**src/cbez_pkg.sv**
```systemverilog
package cbez_pkg;

	// Fixed-point formats of the control points and of the curve parameter.
	localparam int COORD_BITS  = 16;
	localparam int T_FRAC_BITS = 16;

	// Derived widths.
	localparam int TW = T_FRAC_BITS + 1;   // t, s and the basis terms (0 .. 1.0)
	localparam int PW = 2 * TW;            // product of two basis terms
	localparam int WW = TW + 2;            // Bernstein weight including the factor three
	localparam int DW = COORD_BITS + 1;    // difference of two control points
	localparam int TB = COORD_BITS + 3;    // tangent output width

	// Register file layout.
	localparam int NUM_REGS = 8;
	localparam int IDX_W    = $clog2(NUM_REGS);

	localparam logic [IDX_W-1:0] REG_P0_X = IDX_W'(0);
	localparam logic [IDX_W-1:0] REG_P0_Y = IDX_W'(1);
	localparam logic [IDX_W-1:0] REG_P1_X = IDX_W'(2);
	localparam logic [IDX_W-1:0] REG_P1_Y = IDX_W'(3);
	localparam logic [IDX_W-1:0] REG_P2_X = IDX_W'(4);
	localparam logic [IDX_W-1:0] REG_P2_Y = IDX_W'(5);
	localparam logic [IDX_W-1:0] REG_P3_X = IDX_W'(6);
	localparam logic [IDX_W-1:0] REG_P3_Y = IDX_W'(7);

	// Constants of the arithmetic.
	localparam logic [TW-1:0]        T_ONE   = TW'(1) << T_FRAC_BITS;
	localparam logic signed [TB-1:0] TAN_LIM = TB'(3) << COORD_BITS;

	// Number of register stages in each coordinate lane.
	localparam int LANE_STAGES = 5;

	// Basis values of one item, as handed from the weight unit to the lanes.
	typedef struct packed {
		logic [WW-1:0] w0;
		logic [WW-1:0] w1;
		logic [WW-1:0] w2;
		logic [WW-1:0] w3;
		logic [TW-1:0] s2;
		logic [TW-1:0] st;
		logic [TW-1:0] t2;
	} wgt_t;

	// Control points of one axis and their successive differences.
	typedef struct packed {
		logic signed [COORD_BITS-1:0] p0;
		logic signed [COORD_BITS-1:0] p1;
		logic signed [COORD_BITS-1:0] p2;
		logic signed [COORD_BITS-1:0] p3;
		logic signed [DW-1:0]         d1;
		logic signed [DW-1:0]         d2;
		logic signed [DW-1:0]         d3;
	} axis_t;

	// Round an unsigned product of two basis terms back to Q1.F, half up.
	function automatic logic [TW-1:0] rnd_q(input logic [PW-1:0] p);
		logic [PW-1:0] r;
		r = p + (PW'(1) << (T_FRAC_BITS - 1));
		return r[T_FRAC_BITS+TW-1:T_FRAC_BITS];
	endfunction

endpackage

```
**src/cbez_weights.sv**
```systemverilog
module cbez_weights (
	input  logic                    clk,
	input  logic                    arst_n,
	input  logic                    in_valid,
	output logic                    in_stall,
	input  logic [cbez_pkg::TW-1:0] t,
	output logic                    wgt_valid,
	input  logic                    wgt_stall,
	output cbez_pkg::wgt_t          wgt
);
	import cbez_pkg::*;

	logic          vld_s1, vld_s2, vld_s3, vld_s4;
	logic          en_s1, en_s2, en_s3, en_s4;
	logic [TW-1:0] t_cl;
	logic [TW-1:0] t_s1, s_s1;
	logic [TW-1:0] t_s2, s_s2, s2_s2, st_s2, t2_s2;
	logic [TW-1:0] w0_s3, w1_s3, w2_s3, w3_s3, s2_s3, st_s3, t2_s3;
	wgt_t          wgt_s4;

	// A stage takes a new item when it is empty or its successor moves on.
	assign en_s4    = !vld_s4 || !wgt_stall;
	assign en_s3    = !vld_s3 || en_s4;
	assign en_s2    = !vld_s2 || en_s3;
	assign en_s1    = !vld_s1 || en_s2;
	assign in_stall = !en_s1;

	always_ff @(posedge clk or negedge arst_n) begin
		if (!arst_n) begin
			vld_s1 <= 1'b0;
			vld_s2 <= 1'b0;
			vld_s3 <= 1'b0;
			vld_s4 <= 1'b0;
		end else begin
			if (en_s1) vld_s1 <= in_valid;
			if (en_s2) vld_s2 <= vld_s1;
			if (en_s3) vld_s3 <= vld_s2;
			if (en_s4) vld_s4 <= vld_s3;
		end
	end

	// Parameters above one are treated as one.
	assign t_cl = (t > T_ONE) ? T_ONE : t;

	// Stage 1: clamp t and form s = 1 - t.
	always_ff @(posedge clk) begin
		if (en_s1) begin
			t_s1 <= t_cl;
			s_s1 <= T_ONE - t_cl;
		end
	end

	// Stage 2: second-order terms s^2, s*t and t^2.
	always_ff @(posedge clk) begin
		if (en_s2) begin
			t_s2  <= t_s1;
			s_s2  <= s_s1;
			s2_s2 <= rnd_q(PW'(s_s1) * PW'(s_s1));
			st_s2 <= rnd_q(PW'(s_s1) * PW'(t_s1));
			t2_s2 <= rnd_q(PW'(t_s1) * PW'(t_s1));
		end
	end

	// Stage 3: third-order Bernstein terms, before the factor three.
	always_ff @(posedge clk) begin
		if (en_s3) begin
			w0_s3 <= rnd_q(PW'(s2_s2) * PW'(s_s2));
			w1_s3 <= rnd_q(PW'(s2_s2) * PW'(t_s2));
			w2_s3 <= rnd_q(PW'(s_s2) * PW'(t2_s2));
			w3_s3 <= rnd_q(PW'(t2_s2) * PW'(t_s2));
			s2_s3 <= s2_s2;
			st_s3 <= st_s2;
			t2_s3 <= t2_s2;
		end
	end

	// Stage 4: apply the factor three to the two middle weights.
	always_ff @(posedge clk) begin
		if (en_s4) begin
			wgt_s4.w0 <= WW'(w0_s3);
			wgt_s4.w1 <= WW'(w1_s3) + (WW'(w1_s3) << 1);
			wgt_s4.w2 <= WW'(w2_s3) + (WW'(w2_s3) << 1);
			wgt_s4.w3 <= WW'(w3_s3);
			wgt_s4.s2 <= s2_s3;
			wgt_s4.st <= st_s3;
			wgt_s4.t2 <= t2_s3;
		end
	end

	assign wgt_valid = vld_s4;
	assign wgt       = wgt_s4;

endmodule

```
**config.mk**
```make
export PLATFORM = sky130hd
export DESIGN_NAME = cbez_weights
export DESIGN_NICKNAME = d
export VERILOG_FILES = /design/src/cbez_pkg.sv /design/src/cbez_weights.sv
export SDC_FILE = /design/constraint.sdc
export NUM_CORES = 2
export LEC_CHECK = 0
export BUFFER_PORTS_ARGS = -buffer_cell sky130_fd_sc_hd__buf_4
export CAP_MARGIN = 30
export CELL_PAD_IN_SITES_DETAIL_PLACEMENT = 0
export CELL_PAD_IN_SITES_GLOBAL_PLACEMENT = 1
export CORE_ASPECT_RATIO = 0.8
export CORE_MARGIN = 2
export CORE_UTILIZATION = 50
export CTS_BUF_LIST = sky130_fd_sc_hd__clkbuf_2 sky130_fd_sc_hd__clkbuf_4 sky130_fd_sc_hd__clkbuf_8
export DETAILED_ROUTE_END_ITERATION = 16
export GPL_ROUTABILITY_DRIVEN = 0
export PLACE_DENSITY = 0.88
export SYNTH_ARGS = -nofsm -noshare
export SYNTH_HDL_FRONTEND = slang
export SYNTH_SLANG_ARGS = --single-unit
```
**constraint.sdc**
```tcl
create_clock -name clk -period 18 [get_ports clk]
set_clock_uncertainty 0.2 [all_clocks]
set_input_delay 3.6 -clock clk [delete_from_list [all_inputs] [get_ports clk]]
set_output_delay 3.6 -clock clk [all_outputs]
set_load 0.03 [all_outputs]
```
Word level (Yosys, flattened, before mapping)
Index checks and enable logic that the tools add are counted.
- bits of input ports: 21
- memory bits (writable): 0
- flip-flop bits (word level): 365
- bits in latches: 0
- memories: 0
- logic and storage cells: 54
- output and inout bits: 129
- bits in read-only memories: 0
- magnitude comparators: 1
- reduce and logical (&&, ||, !) cells: 10
- bitwise logic cells: 0
- div/mod/pow operators: 0
- mux-type cells: 1
- add/sub/neg operators: 10
- eq/ne operators: 0
- multiply operators: 7
- shifts and indexed selects: 0
- operators with widths (cell ; number):
    adder 33 x 16 -> 33 bit (second input constant) ; 7
    multiplier 17 x 17 -> 33 bit ; 7
    adder 17 x 18 -> 19 bit ; 2
    > comparator 17 bit (second input constant) ; 1
    2-to-1 mux 17 bit ; 1
    subtractor 17 bit (first input constant) ; 1
    logical NOT 1 bit ; 6
    logical OR 1 bit ; 4

Depth between registers and ports, before layout
- depth in word-level cells: 6
- depth in mapped cells: 26
- depth with buffers taken out: 25

Worst setup path before layout
OpenSTA, ideal clock, no wires.
- path kind: input-to-output
- from: input port wgt_stall
- to: output port in_stall
- stages: 3
- data required time: 14.200 ns
- slack: 9.052 ns
- buffers on the path: 0
- arrival: 5.148 ns
- path through: and3_1 > nand3_1 > inv_1
- longest elaborated chain between the ends: 6
- ends and longest elaborated chain (what ; RTL line ; text):
    start: declaration ; cbez_weights.sv:8 ; input logic wgt_stall,
    logical NOT 1 bit ; cbez_weights.sv:22 ; assign en_s4 = !vld_s4 || !wgt_stall;
    logical OR 1 bit ; cbez_weights.sv:22 ;
    logical OR 1 bit ; cbez_weights.sv:23 ; assign en_s3 = !vld_s3 || en_s4;
    logical OR 1 bit ; cbez_weights.sv:24 ; assign en_s2 = !vld_s2 || en_s3;
    logical OR 1 bit ; cbez_weights.sv:25 ; assign en_s1 = !vld_s1 || en_s2;
    logical NOT 1 bit ; cbez_weights.sv:26 ; assign in_stall = !en_s1;
    end: declaration ; cbez_weights.sv:5 ; output logic in_stall,
No other way between the ends.

Final worst setup path
Same ends and word-level chain as after synthesis.

==> flow_metrics.py <==
metrics = {
    "timing": {
        "max-slew-margin-rel": 0.2744,
        "tightest_slew_ps": 1088,
        "max_freq_mhz": 111.5,
        "period_share": 0.4984,
        "setup_tns_ps": 0,
        "drv_slew": 0,
        "finalHoldViolations": 0,
        "fin_crit_ps": 8972,
        "setup_violations": 0,
        "rsz0062_at_grt": "false",
    },
    "die": {
        "std_cell_rows": 125,
        "dieArea_um2": 149900,
        "start_util": 0.5048,
        "io_pins": 150,
        "die_x_um": 432.4,
        "die_y_um": 346.7,
        "coreArea_um2": 145500,
    },
    "setup_path": {
        "crit_chain": "buf_4, and3_1, nand3_2, inv_1, buf_4",
        "worstSetupPathType": "input port to output pin",
        "startpoint_type": "input port",
        "endpoint_kind": "output pin",
        "cpMaxStageDelayCell": "nand3_2",
        "crit_top_cell": "buf_4",
        "cp.buffers_inverters": 3,
        "crit_family": "simple AND/OR/NAND/NOR gates",
        "critical_path_arrival_ps": 5170,
        "worstPathMaxFanout": 35,
        "reg2reg_slack_ps": 9860,
        "worst_path_largest_cell_delay_ps": 760,
        "crit_required_ps": 14200,
    },
    "placement": {
        "hpwl_mm": 126.5,
        "placed_cell_area_um2": 76520,
        "io_buffers": 145,
        "placed_cells_incl_taps": 9251,
    },
    "logic_synthesis": {
        "netlist_area_um2": 73420,
        "ys_warn_count": 0,
        "yosysSeqAreaShare": 0.1482,
        "synth_cell_types": 72,
        "synthFlopType": "edfxtp_1",
        "synth_edf_count": 359,
        "postSynthAreaPerCell_um2": 9.912,
        "synthCells": 7407,
        "synth-async-reset-ratio": 0.01102,
        "yosys_register_bits": 363,
    },
    "clocking": {
        "cts_max_level": 3,
        "clkTransAtPathRegs_ps": 60,
        "cts_setup_buffers": 0,
        "cts_tree": "built",
        "cts.repair.resized": 0,
        "worstSkewPairLatency_ps": 810,
        "cts-root-buf": "clkbuf_8",
        "cts.path.max_buffers": 3,
        "cts_inserted_buffers": 69,
        "clock_sinks": 363,
        "postCtsHoldBufs": 0,
    },
    "grt": {
        "grt_pass1_vias": 53690,
        "gr-usage-all-layers": 0.2372,
        "grt_pass1_wl_mm": 280.6,
        "grt_max_degree": 71,
        "gr-total-overflow": 0,
        "antenna_found_initial": 9,
    },
    "detailed_routing": {
        "drtIter0Drc": 2760,
        "wl_per_cell_um": 17.90,
        "dr.pass1.iters": 7,
        "drc": 0,
        "drtAntennaViolNets": 0,
        "finalWirelength_mm": 167.9,
        "via_per_inst": 5.192,
        "vias": 48710,
    },
    "outcome": {
        "status": "finished clean",
    },
    "min_path": {
        "hold_class": "register to register",
    },
    "layout": {
        "fin_util": 0.5363,
        "num-nets-final": 9763,
        "syn_to_final_growth_pct": 6.254,
        "final_area_um2": 78010,
        "drive_gt1_frac": 0.05127,
        "fin_cells": 9381,
    },
    "job": {
        "drv_cap": 0,
    },
}
-- through the flow --
step / hold slack (ps) / setup slack, ps
5_1_grt: 212.9 / 8860
2_1_floorplan: 200.3 / 9052
3_5_place_dp: 204.5 / 8983
4_1_cts: 201.0 / 8985
6_report: 209.9 / 9028
3_3_place_gp: 203.1 / 8964
-- layout by cell type, fill, tap and decap left out, drive strengths merged, types with 5 or more instances in the layout --
master,instances
a2111oi,6
a211o,5
a211oi,12
a21boi,5
a21o,56
a21oi,96
a31o,6
a31oi,9
and2,799
and3,19
and4,5
buf,249
bufinv,7
clkbuf,78
clkinv,33
diode,6
edfxtp,359
fa,1505
ha,819
inv,1906
nand2,882
nand2b,14
nand3,24
nand4,12
nor2,122
nor2b,27
nor3,25
o2111ai,6
o211ai,10
o21a,17
o21ai,53
o21bai,11
o31ai,6
o41ai,6
or2,6
or3,11
xnor2,144
xor2,49
-- final cells by class --
class	count	area (um^2)
clock inverter	45	442.9
antenna	6	15.01
fill	12900	67440
sequential	363	10880
inverter	1904	7152
multi-input combinational	4830	54230
timing repair buffer	250	1882
clock buffer	78	1023
tap	1905	2384
-- per-layer routing --
| layer | share of wire | GRT usage |
|---|---|---|
| met1 | 0.43 | 0.3224 |
| met2 | 0.46 | 0.3810 |
| met3 | 0.074 | 0.04382 |
| met4 | 0.037 | 0.08584 |
| met5 | 0.000083 | 0 |
-- registers in the layout, summed over array words and instances, names as in the netlist --
register,cells
t_s2,17
st_s3,17
wgt_valid,1
t2_s2,17
s_s2,16
t2_s3,17
s2_s2,17
wgt,123
w2_s3,17
s_s1,16
w3_s3,17
s2_s3,17
vld_s2,1
w1_s3,17
vld_s3,1
vld_s1,1
w0_s3,17
st_s2,17
t_s1,17
-- path summary, 6_finish.rpt --
| path | from | endpoint | cells after the start |
|---|---|---|---|
| min in group asynchronous | arst_n | wgt_valid$_DFFE_PN0P_ | 1 |
| max in group asynchronous | arst_n | vld_s3$_DFFE_PN0P_ | 1 |
| worst min-delay path | s2_s3[3]$_DFFE_PP_ | wgt[37]$_DFFE_PP_ | 0 |
| worst min register to register | s2_s3[3]$_DFFE_PP_ | wgt[37]$_DFFE_PP_ | 0 |
| worst max register to register | t_s1[9]$_DFFE_PN_ | t2_s2[16]$_DFFE_PP_ | 21 |
| worst max-delay path | wgt_stall | in_stall | 5 |
-- worst reg2reg max path, delay by kind of cell, from the launching register on --
kind            cells  cell delay [ps]
buf+inv             6              650
flops               1              780
xor+xnor            1               80
simple gates        1              180
fa+ha+maj           7             3350
compound gates      6             2650
-- cell families (layout without fill, tap and decap cells) --
kind of cell / after synthesis / count (layout) / share of synthesized area
mux: 4 / 4 / 0.0006645
simple gates: 1965 / 1965 / 0.1335
compound gates: 340 / 340 / 0.03107
other cells: 1 / 10 / 0.00005108
fa+ha+maj: 2324 / 2324 / 0.5499
flops: 363 / 363 / 0.1482
buf+inv: 2217 / 2277 / 0.1136
xor+xnor: 193 / 193 / 0.02302
-- cells in the mapped netlist (6+ instances only) --
| cell | instances | share of area |
|---|---|---|
| a2111oi_0 | 6 | 0.00072 |
| a211oi_1 | 12 | 0.0012 |
| a21o_1 | 56 | 0.0057 |
| a21oi_1 | 96 | 0.0065 |
| a31o_2 | 6 | 0.00072 |
| a31oi_1 | 9 | 0.00077 |
| and2_1 | 799 | 0.068 |
| and3_1 | 19 | 0.0016 |
| clkbuf_1 | 308 | 0.016 |
| edfxtp_1 | 359 | 0.15 |
| fa_1 | 1505 | 0.41 |
| ha_1 | 819 | 0.14 |
| inv_1 | 1902 | 0.097 |
| nand2_1 | 881 | 0.045 |
| nand2b_1 | 14 | 0.0012 |
| nand3_1 | 24 | 0.0016 |
| nand4_1 | 12 | 0.0010 |
| nor2_1 | 122 | 0.0062 |
| nor2b_1 | 27 | 0.0023 |
| nor3_1 | 25 | 0.0017 |
| o2111ai_1 | 6 | 0.00072 |
| o211ai_1 | 10 | 0.0010 |
| o21a_1 | 17 | 0.0017 |
| o21ai_0 | 53 | 0.0036 |
| o21bai_1 | 11 | 0.0011 |
| o31ai_1 | 6 | 0.00061 |
| or2_2 | 6 | 0.00051 |
| or3_1 | 9 | 0.00077 |
| xnor2_1 | 144 | 0.017 |
| xor2_1 | 49 | 0.0058 |
Power is not shown: default switching activity piles up to over one toggle a cycle in this logic, so the estimate is an artifact.
