## config.mk

```make
export PLATFORM = sky130hd
export DESIGN_NAME = cbez_regs
export DESIGN_NICKNAME = d
export VERILOG_FILES = /design/src/cbez_pkg.sv /design/src/cbez_regs.sv
export SDC_FILE = /design/constraint.sdc
export NUM_CORES = 1
export LEC_CHECK = 0
export BUFFER_PORTS_ARGS = -buffer_cell sky130_fd_sc_hd__buf_4
export CAP_MARGIN = 20
export CORE_MARGIN = 1
export CORE_UTILIZATION = 35
export DETAILED_ROUTE_END_ITERATION = 8
export MAX_ROUTING_LAYER = met4
export PLACE_DENSITY_LB_ADDON = 0.08
export SETUP_SLACK_MARGIN = 0.02
export SYNTH_ARGS = -nofsm -noshare
export SYNTH_HDL_FRONTEND = slang
export SYNTH_SLANG_ARGS = --single-unit
```

## constraint.sdc

```tcl
create_clock -name clk -period 6.85 [get_ports clk]
set_clock_uncertainty 0.05 [all_clocks]
set_input_delay 0.3425 -clock clk [delete_from_list [all_inputs] [get_ports clk]]
set_output_delay 0.3425 -clock clk [all_outputs]
set_load 0.1 [all_outputs]
```

## src/cbez_pkg.sv

```systemverilog
package cbez_pkg;

	// Fixed-point formats of the control points and of the curve parameter.
	localparam int COORD_BITS  = 16;
	localparam int T_FRAC_BITS = 16;

	// Derived widths.
	localparam int TW = T_FRAC_BITS + 1;   // t, s and the basis terms (0 .. 1.0)
	localparam int PW = 2 * TW;            // product of two basis terms
	localparam int WW = TW + 2;            // Bernstein weight including the factor three
	localparam int DW = COORD_BITS + 1;    // difference of two control points
	localparam int TB = COORD_BITS + 3;    // tangent output width

	// Register file layout.
	localparam int NUM_REGS = 8;
	localparam int IDX_W    = $clog2(NUM_REGS);

	localparam logic [IDX_W-1:0] REG_P0_X = IDX_W'(0);
	localparam logic [IDX_W-1:0] REG_P0_Y = IDX_W'(1);
	localparam logic [IDX_W-1:0] REG_P1_X = IDX_W'(2);
	localparam logic [IDX_W-1:0] REG_P1_Y = IDX_W'(3);
	localparam logic [IDX_W-1:0] REG_P2_X = IDX_W'(4);
	localparam logic [IDX_W-1:0] REG_P2_Y = IDX_W'(5);
	localparam logic [IDX_W-1:0] REG_P3_X = IDX_W'(6);
	localparam logic [IDX_W-1:0] REG_P3_Y = IDX_W'(7);

	// Constants of the arithmetic.
	localparam logic [TW-1:0]        T_ONE   = TW'(1) << T_FRAC_BITS;
	localparam logic signed [TB-1:0] TAN_LIM = TB'(3) << COORD_BITS;

	// Number of register stages in each coordinate lane.
	localparam int LANE_STAGES = 5;

	// Basis values of one item, as handed from the weight unit to the lanes.
	typedef struct packed {
		logic [WW-1:0] w0;
		logic [WW-1:0] w1;
		logic [WW-1:0] w2;
		logic [WW-1:0] w3;
		logic [TW-1:0] s2;
		logic [TW-1:0] st;
		logic [TW-1:0] t2;
	} wgt_t;

	// Control points of one axis and their successive differences.
	typedef struct packed {
		logic signed [COORD_BITS-1:0] p0;
		logic signed [COORD_BITS-1:0] p1;
		logic signed [COORD_BITS-1:0] p2;
		logic signed [COORD_BITS-1:0] p3;
		logic signed [DW-1:0]         d1;
		logic signed [DW-1:0]         d2;
		logic signed [DW-1:0]         d3;
	} axis_t;

	// Round an unsigned product of two basis terms back to Q1.F, half up.
	function automatic logic [TW-1:0] rnd_q(input logic [PW-1:0] p);
		logic [PW-1:0] r;
		r = p + (PW'(1) << (T_FRAC_BITS - 1));
		return r[T_FRAC_BITS+TW-1:T_FRAC_BITS];
	endfunction

endpackage

```

## src/cbez_regs.sv

```systemverilog
module cbez_regs (
	input  logic                            clk,
	input  logic                            arst_n,
	input  logic                            cfg_we,
	input  logic [cbez_pkg::IDX_W-1:0]      cfg_index,
	input  logic [cbez_pkg::COORD_BITS-1:0] cfg_data,
	output cbez_pkg::axis_t                 ax_x,
	output cbez_pkg::axis_t                 ax_y
);
	import cbez_pkg::*;

	logic signed [COORD_BITS-1:0] p_q [NUM_REGS];
	logic signed [DW-1:0]         dx1_q, dx2_q, dx3_q;
	logic signed [DW-1:0]         dy1_q, dy2_q, dy3_q;

	// Control point registers, written one at a time.
	always_ff @(posedge clk or negedge arst_n) begin
		if (!arst_n) begin
			for (int i = 0; i < NUM_REGS; i++) begin
				p_q[i] <= '0;
			end
		end else if (cfg_we) begin
			p_q[cfg_index] <= $signed(cfg_data);
		end
	end

	// Point differences for the tangent, kept registered so that the lanes
	// see no subtractor in front of their multipliers.
	always_ff @(posedge clk or negedge arst_n) begin
		if (!arst_n) begin
			dx1_q <= '0;
			dx2_q <= '0;
			dx3_q <= '0;
			dy1_q <= '0;
			dy2_q <= '0;
			dy3_q <= '0;
		end else begin
			dx1_q <= DW'(p_q[REG_P1_X]) - DW'(p_q[REG_P0_X]);
			dx2_q <= DW'(p_q[REG_P2_X]) - DW'(p_q[REG_P1_X]);
			dx3_q <= DW'(p_q[REG_P3_X]) - DW'(p_q[REG_P2_X]);
			dy1_q <= DW'(p_q[REG_P1_Y]) - DW'(p_q[REG_P0_Y]);
			dy2_q <= DW'(p_q[REG_P2_Y]) - DW'(p_q[REG_P1_Y]);
			dy3_q <= DW'(p_q[REG_P3_Y]) - DW'(p_q[REG_P2_Y]);
		end
	end

	// Per-axis views for the two lanes.
	always_comb begin
		ax_x.p0 = p_q[REG_P0_X];
		ax_x.p1 = p_q[REG_P1_X];
		ax_x.p2 = p_q[REG_P2_X];
		ax_x.p3 = p_q[REG_P3_X];
		ax_x.d1 = dx1_q;
		ax_x.d2 = dx2_q;
		ax_x.d3 = dx3_q;
		ax_y.p0 = p_q[REG_P0_Y];
		ax_y.p1 = p_q[REG_P1_Y];
		ax_y.p2 = p_q[REG_P2_Y];
		ax_y.p3 = p_q[REG_P3_Y];
		ax_y.d1 = dy1_q;
		ax_y.d2 = dy2_q;
		ax_y.d3 = dy3_q;
	end

endmodule

```

# After elaboration in Yosys (flattened, before gate mapping)
# Index checks and enable logic that the tools add are counted.
# totals
wordCells	27
in_bits	22
out_inout_bits	230
regBits	230
# op_classes
n_addsub	6
n_reduce_logical	1
mux	3
bitwise	1
magnitude_cmp	2
# ops
cell	n
$bwmux 128	1
$sub 16x16->17	6
$demux 16 s3	1
$mux 16	1
$ge 4x4->1 const B	1
$lt 4x1->1 const B	1
$not 3->4	1
$logic_and 1x1->1	1

# Depth between registers and ports, before layout
# Gate-level depths: netlist (run 1).
# depth
depth_word	6
depth_mapped	10

# Worst setup path after synthesis (run 1)
# OpenSTA, ideal clock, no wires.
# synth_path
path_kind	reg-to-reg
startpoint	register p_q, in the netlist ax_y[89]
endpoint	register dy2_q[13]
path_buffers	0
required_ns	6.720
stages_incl_launch_ff	10
synth_period_minus_slack_ns	2.999
arrival_ns	2.869
setup_slack_ns	3.851
cell_sequence	dfrtp_1 > inv_1 > ha_1 > and2_4 > or4_4 > a2bb2oi_2 > a31o_4 > a41o_1 > a21oi_2 > xnor2_1
# synth_via
elab_chain_len	1
# synth_lines
element	line_no	rtl
start, declared	cbez_regs.sv:12	logic signed [COORD_BITS-1:0] p_q [NUM_REGS];
start signal, assigned by index	cbez_regs.sv:23	p_q[cfg_index] <= $signed(cfg_data);
$sub 16x16->17	cbez_regs.sv:42	dy2_q <= DW'(p_q[REG_P2_Y]) - DW'(p_q[REG_P1_Y]);
end signal, assigned	cbez_regs.sv:42	
end, declared	cbez_regs.sv:14	logic signed [DW-1:0] dy1_q, dy2_q, dy3_q;
# Every way passes these cells.
# A chain may end at the register's enable or synchronous reset.

# Worst setup path after layout (run 1)
# layout_path
startpoint	register p_q, in the netlist ax_y[83]
endpoint	register dy1_q[14]
# layout_via
elab_chain_len	1
# layout_lines
element	line_no	rtl
$sub 16x16->17	cbez_regs.sv:41	dy1_q <= DW'(p_q[REG_P1_Y]) - DW'(p_q[REG_P0_Y]);
end signal, assigned	cbez_regs.sv:41	
end, declared	cbez_regs.sv:14	
# Every way passes these cells.

==> impl_metrics.toml, run 1 <==
[setup_path]
slowest_delay_ns = 0.54
crit_path_max_fanout = 4
cp_cell_sequence = "inv_1 > ha_1 > fa_1 > nor2b_1 > o31a_1 > o21ai_0 > o31ai_1 > a21oi_1 > o21bai_1 > xor2_1"
critical-path-slowest-cell = "o31ai_1"
critPathCaptureType = "register"
r2r_end = "dy1_q[14]"
start_kind = "register"
worstReg2RegStart = "ax_y[83]"
critPathRequiredTime_ns = 7.26
path_class = "reg2reg"
ff2ff_setup_slack_ns = 4.07
reg2regPathDepth = 10
cp.arrival_ns = 3.19

[layout]
drive_gt1_frac = 0.283
nFillCells = 3156
synthToLayoutAreaGrowth_pct = 29.4
layout_common_cells = "258 x buf_4, 230 x dfrtp_1, 127 x inv_1, 107 x o21ai_0, 96 x ha_1"
design_area_um2 = 15200
fin_cells = 1845
layout_commonest_cell = "buf_4"
fin_nets = 1505
antenna_cells = 0

[timing]
tightest_slew_ns = 0.915
rsz0062_at_grt = "no"
period_needed_ns = 2.78
fmax_mhz = 360
hold_viol = 0
tns_ns = 0
finalCritPeriodShare = 0.405
max-slew-margin-rel = 0.390
holdWs_ns = 0.0656
setup_violations = 0
slew_violations = 0

[min_path]
hold_end = "ax_x[88]"
worstHoldPathType = "in2reg"
holdPathStages = 3
hp-start = "cfg_data[5]"

[logic_synthesis]
postSynthCellCount = 1116
syn_nets = 1240
synth_top_family_by_area = "compound AO/OA/AOI/OAI gates"
yosys_warnings = 0
synth-seq-cells = 230
syn_area_per_cell_um2 = 10.6
ys_seq_area_frac = 0.488
synth_xor_area_frac = 0.0513
synth_ff_type = "dfrtp_1"
yosys-mux-area-fraction = 0.0631
synthAdderAreaFrac = 0.112
yosysUniqueCellTypes = 59
syn-cell-area_um2 = 11800
synth_compound_area_frac = 0.157
synth-async-reset-ratio = 1.00
synth-edff-count = 0
synth-simple-area-share = 0.0794

[floorplan]
num_rows = 66
initial_core_util = 0.359
dieArea_um2 = 34400
ios = 252
core_um2 = 32900
fp.dieW_um = 186
fp.dieH_um = 186

[outcome]
status = "completed"

[cts]
cts_hold_buf = 1
cts.clk_slew.worst_paths_ns = 0.06
cts_buffers = 28
cts_max_level = 1
clkLatencyLatePin_ns = 0.54
cts-root-buf = "clkbuf_16"
cts_tree = "yes"
cts_buffer_depth = 3
clock_sinks = 230
cts_resized = 0
cts_setup_buffers = 0

[drt]
ant_nets = 0
totalWireLength_mm = 32.6
drc = 0
dr.pass1.iters = 4
routedWlPerCell_um = 17.7
vias = 9010
vias_per_cell = 4.88
drtIter0Drc = 354

[grt]
grt_max_degree = 95
grt_util_all_layers = 0.197
gr-total-overflow = 0
antenna_found_initial = 0
grt_pass1_wl_mm = 50.5
first_global_vias = 9192

[place]
gp_congestion = 0.999
portBuffers = 251
dp.cells = 1790
place_area_um2 = 14200
hpwl_mm = 24.7

[run]
drv_cap = 0
-- registers in the layout, summed over array words and instances, names as in the netlist --
signal,flops
ax_x,64
dy1_q,17
dy3_q,17
dx3_q,17
ax_y,64
dx1_q,17
dy2_q,17
dx2_q,17
-- Yosys cell counts (all sizes together), types with 3 or more instances --
master / count / area (um2)
nand2b: 5 / 31.3
o21ai: 109 / 546
nand2: 89 / 334
nand3: 6 / 30.0
and3: 3 / 18.8
o31ai: 7 / 57.6
a21oi: 61 / 309
o21bai: 7 / 52.6
nor4: 4 / 25.0
nand4: 7 / 43.8
nor2: 48 / 180
o31a: 9 / 78.8
and2: 6 / 40.0
a41oi: 3 / 26.3
inv: 127 / 477
a211oi: 4 / 30.0
a21boi: 6 / 45.0
nor3: 7 / 35.0
o41ai: 3 / 33.8
a21o: 27 / 203
mux2: 66 / 743
nor2b: 15 / 93.8
xor2: 21 / 184
dfrtp: 230 / 5760
ha: 96 / 1200
a31o: 5 / 52.6
a31oi: 6 / 37.5
clkbuf: 27 / 101
xnor2: 48 / 420
fa: 6 / 120
nand4b: 3 / 26.3
o21a: 23 / 173
-- layer usage --
| metal | vias to the layer above | wire length (um) | share of wire | track usage |
|---|---|---|---|---|
| met5 | - | 0 | 0 | - |
| met4 | 0 | 853 | 0.026 | 0.0522 |
| met3 | 55 | 2040 | 0.063 | 0.0442 |
| met2 | 234 | 15600 | 0.48 | 0.328 |
| met1 | 4319 | 14100 | 0.43 | 0.240 |
| li1 | 4402 | - | - | - |
-- per-stage QoR --
stage	setup WS, ns	util
floorplan	3.85	-
global placement	4.17	0.432
detailed placement	4.11	0.432
CTS	4.11	0.463
global route	3.75	0.464
finish	4.07	0.464
-- critical path, delay by kind of cell, from the launching register on --
| kind | cells | cell delay [ns] |
|---|---|---|
| compound gates | 5 | 1.27 |
| xor+xnor | 1 | 0.15 |
| fa+ha+maj | 2 | 0.62 |
| buf+inv | 1 | 0.06 |
| flops | 1 | 0.39 |
| simple gates | 1 | 0.16 |
-- worst max path at each step --
stage | to | cells past startpoint | slack, ns | startpoint
6_report | dy1_q[14] | 10 | 4.07 | ax_y[83]
3_5_place_dp | dy1_q[14] | 10 | 4.11 | ax_y[83]
4_1_cts | dy1_q[14] | 10 | 4.11 | ax_y[83]
5_1_grt | dy1_q[14] | 10 | 3.75 | ax_y[83]
3_3_place_gp | dy1_q[14] | 10 | 4.17 | ax_y[83]
2_1_floorplan | dy2_q[13] | 9 | 3.85 | ax_y[89]
-- cells by family (layout without fill, tap and decap cells) --
family,count (synthesis),count (layout)
buf+inv,154,441
compound gates,292,292
mux,66,66
flops,230,230
xor+xnor,69,69
fa+ha+maj,102,102
simple gates,203,203
-- layout make-up --
cell class,instances,area (um2),share of cell area
well taps,442,553,0.0363
multi-input cells,732,5470,0.359
clock buffers,35,788,0.0517
inverters,127,477,0.0313
clock inverters,17,215,0.0141
repair buffers,262,1990,0.130
flip-flops and latches,230,5760,0.377
Power of run 1 is not shown: default switching activity piles up to over one toggle a cycle in this logic, so the estimate is an artifact.
==> inputs of run 2 (changes only) <==
ABC_AREA = 1   (was default)
clock period = 2.5 ns   (was 6.85 ns; I/O delays follow)
==> run 2 against run 1 <==
  * Sequential cell count stayed put
  * Critical path type unchanged
  * Register-to-register slack worse by 3.6 ns
  * Non-clock buffer count grew 3
==> impl_metrics.toml, run 2 <==
[floorplan]
dieArea_um2 = 39200
num_rows = 71
ios = 252
fp.dieH_um = 198
fp.dieW_um = 198
core_um2 = 37800
initial_core_util = 0.356

[place]
portBuffers = 251
gp_congestion = 0.907
dp.cells = 2592
hpwl_mm = 33.2

[setup_path]
start_kind = "register"
ff2ff_setup_slack_ns = 0.49
path_class = "reg2reg"
critPathCaptureType = "register"
crit_path_max_fanout = 4
slowest_delay_ns = 0.42
cp.arrival_ns = 2.42
cpMostUsedCell = "nand2_1"
critPathRequiredTime_ns = 2.90
cp_cell_sequence = "inv_1 > ha_1 > fa_1 > inv_1 > nand2_1 > nand2_1 > nand3_1 > nand2_1 > nand2_1 > nand3_1 > nand2_1"
worstReg2RegStart = "ax_x[67]"
critical-path-slowest-cell = "dfrtp_1"
reg2regPathDepth = 11
crit_path_start = "ax_x[67]"
r2r_end = "dx2_q[12]"

[cts]
clkLatencyLatePin_ns = 0.56
cts.clk_slew.worst_paths_ns = 0.06
cts_buffers = 29
cts_buffer_depth = 3
cts_max_level = 1
cts_setup_buffers = 0
clock_sinks = 230
cts_tree = "yes"
cts-root-buf = "clkbuf_16"

[drt]
drc = 0
dr.pass1.iters = 4
routedWlPerCell_um = 16.2
vias_per_cell = 4.48
vias = 11800
ant_nets = 0
totalWireLength_mm = 42.8
drtIter0Drc = 605

[logic_synthesis]
yosysTopAreaCell = "dfrtp_1"
syn-cell-area_um2 = 13400
ys_seq_area_frac = 0.428
yosysUniqueCellTypes = 23
synth-async-reset-ratio = 1.00
syn_nets = 1967
yosys_warnings = 0
synth-seq-cells = 230
syn_area_per_cell_um2 = 7.30
yosys.cell_count.top_type = "nand2_1"
synth_area_leaders = "dfrtp_1 43%, nand2_1 19%, inv_1 11%"
postSynthCellCount = 1843
yosysTopAreaCellShare = 0.428
synth_ff_type = "dfrtp_1"
synth_commonest_cells = "686 x nand2_1, 403 x inv_1, 230 x dfrtp_1"
synth-edff-count = 0

[timing]
slew_violations = 0
fmax_mhz = 497
tightest_slew_ns = 0.956
setup_violations = 0
max-slew-margin-rel = 0.361
period_needed_ns = 2.01
tns_ns = 0
finalCritPeriodShare = 0.806
rsz0062_at_grt = "no"
hold_viol = 0

[run]
drv_cap = 0

[grt]
gr-total-overflow = 0
antenna_found_initial = 2
first_global_vias = 11500
grt_max_degree = 80
grt_util_all_layers = 0.231
grt_pass1_wl_mm = 66.4

[min_path]
worstHoldPathType = "in2async"

[layout]
synthToLayoutAreaGrowth_pct = 25.8
layout_commonest_cell = "nand2_1"
drive_gt1_frac = 0.154
layout_common_cells = "686 x nand2_1, 403 x inv_1, 259 x buf_4, 230 x dfrtp_1, 96 x ha_1"
fin_cells = 2643
fin_nets = 2239

[outcome]
status = "completed"
==> run 2: changes by cell type after synthesis, sizes merged, moves of 22 or more <==
cell / previous run / this run
nand3: 6 / 70
o21a: 23 / 0
mux2: 66 / 0
inv: 127 / 405
nand2: 89 / 686
a21o: 27 / 0
clkbuf: 27 / 5
xnor2: 48 / 14
==> run 2: worst max-delay path: cells and delay by family, from the launching register on <==
kind / cells / cell delay, ns
DFF: 1 / 0.42
adders and majority gates: 2 / 0.63
buffers and inverters: 2 / 0.15
and+or+nand+nor: 7 / 0.64
==> run 2: timing repair <==
action / CTS / global route
resized for setup: 0 / 0
endpoints found under the hold margin: 243 / 0
endpoints found under the setup margin: 0 / 0
hold buffers: 3 / 0
==> run 2: cell type report <==
| type | count | area (um2) |
|---|---|---|
| Antenna cell | 1 | 2.50 |
| Clock buffer | 39 | 793 |
| Clock inverter | 8 | 143 |
| Fill cell | 3879 | 20800 |
| Inverter | 405 | 1520 |
| Multi-Input combinational cell | 1184 | 6040 |
| Sequential cell | 230 | 5760 |
| Tap cell | 511 | 639 |
| Timing Repair Buffer | 265 | 2030 |
==> run 2: cells by family after synthesis <==
| family | share of synthesized area |
|---|---|
| adder cells (fa/ha/maj) | 0.0983 |
| AO/OA/AOI/OAI | 0.0733 |
| AND/OR/NAND/NOR | 0.250 |
| flip-flops | 0.428 |
| buffers and inverters | 0.123 |
| XOR/XNOR | 0.0274 |
==> run 2: how the worst max path moves through the flow <==
stage | cells after the start | end
after floorplan | 11 | dy3_q[14]
after global placement | 9 | dx2_q[6]
after detailed placement | 11 | dx2_q[12]
after CTS | 8 | dx1_q[6]
after global routing | 11 | dx1_q[10]
final | 11 | dx2_q[12]
==> run 2: through the flow <==
step | setup WS, ns | area (um2) | hold WS [ns] | utilization
3_3_place_gp | 0.533 | 16000 | 0.0354 | 0.422
6_report | 0.486 | 16900 | 0.0296 | 0.448
3_5_place_dp | 0.503 | 16000 | 0.0383 | 0.422
4_1_cts | 0.479 | 16900 | 0.0339 | 0.448
2_1_floorplan | 0.126 | 13400 | -0.221 | -
5_1_grt | 0.265 | 16900 | 0.0518 | 0.448
==> run 2: metal layers <==
layer	track usage	share of wire	wire, um	up-vias
met5	-	0	0	-
met4	0.0626	0.024	1010	0
met3	0.0353	0.055	2360	63
met2	0.343	0.43	18300	276
met1	0.327	0.50	21200	5386
li1	-	-	-	6121
Power of run 2 is left out for the same reason.
==> inputs of run 3 (changes only) <==
clock period = 1.9 ns   (was 2.5 ns; I/O delays follow)
==> run 3 against run 2 <==
  * Register-to-register slack got worse by 0.41 ns
  * Count of clock-buffer cells in the layout rose by 6
  * Critical path depth fell by 1
==> impl_metrics.toml, run 3 (synthesis results as in run 2) <==
[floorplan]
dieArea_um2 = 39200
fp.dieW_um = 198
fp.dieH_um = 198
ios = 252
core_um2 = 37800
initial_core_util = 0.356
num_rows = 71

[grt]
first_global_vias = 11600
antenna_found_initial = 1
grt_util_all_layers = 0.233
grt_max_degree = 47
gr-total-overflow = 0
grt_pass1_wl_mm = 67.6

[layout]
synthToLayoutAreaGrowth_pct = 32.7
layout_commonest_cell = "nand2_1"
layout_common_cells = "636 x nand2_1, 392 x inv_1, 288 x buf_4, 106 x dfrtp_2, 102 x dfrtp_1"
fin_cells = 2680
drive_gt1_frac = 0.275
nFillCells = 3821
antenna_cells = 0
fin_nets = 2271

[setup_path]
cp_cell_sequence = "ha_4 > fa_2 > inv_2 > nand2_2 > nand2_2 > nand3_2 > nand2_4 > nand2_2 > nand3_2 > nand2_1"
cp.arrival_ns = 2.20
critPathRequiredTime_ns = 2.28
path_class = "reg2reg"
start_kind = "register"
reg2regPathDepth = 10
slowest_delay_ns = 0.52
cp.buffers_inverters = 1
path_delay_family = "adder cells"
critPathCaptureType = "register"
cp.depth = 10
critical-path-slowest-cell = "dfrtp_4"
crit_path_max_fanout = 4
cpMostUsedCell = "nand2_2"

[timing]
setup_violations = 0
finalCritPeriodShare = 0.957
slew_violations = 0
max-slew-margin-rel = 0.539
tightest_slew_ns = 0.691
rsz0062_at_grt = "yes"
period_needed_ns = 1.82
fmax_mhz = 550
hold_viol = 0

[cts]
cts_buffer_depth = 3
cts_max_level = 1
clock_sinks = 230
cts_buffers = 28
cts-root-buf = "clkbuf_16"
clkLatencyLatePin_ns = 0.55
cts_tree = "yes"
cts.clk_slew.worst_paths_ns = 0.05

[place]
dp.cells = 2611
gp_congestion = 0.913
hpwl_mm = 33.6
portBuffers = 251

[run]
drv_cap = 0

[min_path]
worstHoldPathType = "in2async"

[drt]
ant_nets = 0
dr.pass1.iters = 5
drc = 0
totalWireLength_mm = 43.8
vias = 12000
routedWlPerCell_um = 16.4
drtIter0Drc = 669
vias_per_cell = 4.49

[outcome]
status = "completed"
## run 3: worst paths after layout
kind                               from         to  slack, ns
hold / removal                   arst_n  dy3_q[11]       0.02
setup reg to reg               ax_x[67]  dx3_q[14]       0.08
max in group asynchronous        arst_n  ax_y[102]       1.09
hold reg to reg               ax_y[114]  ax_y[114]       0.46
setup / recovery               ax_x[67]  dx3_q[14]       0.08
min in group clk           cfg_data[14]   ax_y[65]       0.03
## run 3: what timing repair did
item	CTS	global route
pin swaps	0	17
buffers inserted	0	12
setup endpoints to repair	2	49
gates cloned	0	0
hold buffers	5	0
hold endpoints to repair	238	0
gates resized for setup	2	98
## run 3: layout make-up
class	instances	area, um2	share of cell area
Multi-Input combinational cell	1184	6460	0.362
Sequential cell	230	5970	0.335
Timing Repair Buffer	298	2300	0.129
Inverter	405	1520	0.0852
Clock buffer	45	866	0.0485
Tap cell	511	639	0.0358
Clock inverter	7	85.1	0.00477
## run 3: per-layer routing
metal	vias to the layer above	track usage	part of all wire	routed length, um
met2	263	0.346	0.43	18700
met5	-	-	0	0
met1	5555	0.341	0.51	22400
met4	0	0.0370	0.014	629
li1	6182	-	-	-
met3	37	0.0313	0.047	2080
## run 3: stage by stage
step                hold WS, ns  utilization  setup WS [ns]  area [um2]  TNS, ns
floorplan                -0.251            -        0.00968       13700        0
global placement       -0.00748        0.433         0.0434       16400        0
detailed placement     -0.00877        0.433         0.0226       16400        0
CTS                     0.00104        0.460         0.0298       17400        0
global route             0.0323        0.472       -0.00994       17800  -0.0177
finish                   0.0184        0.472         0.0808       17800        0
Power of run 3 is left out for the same reason.
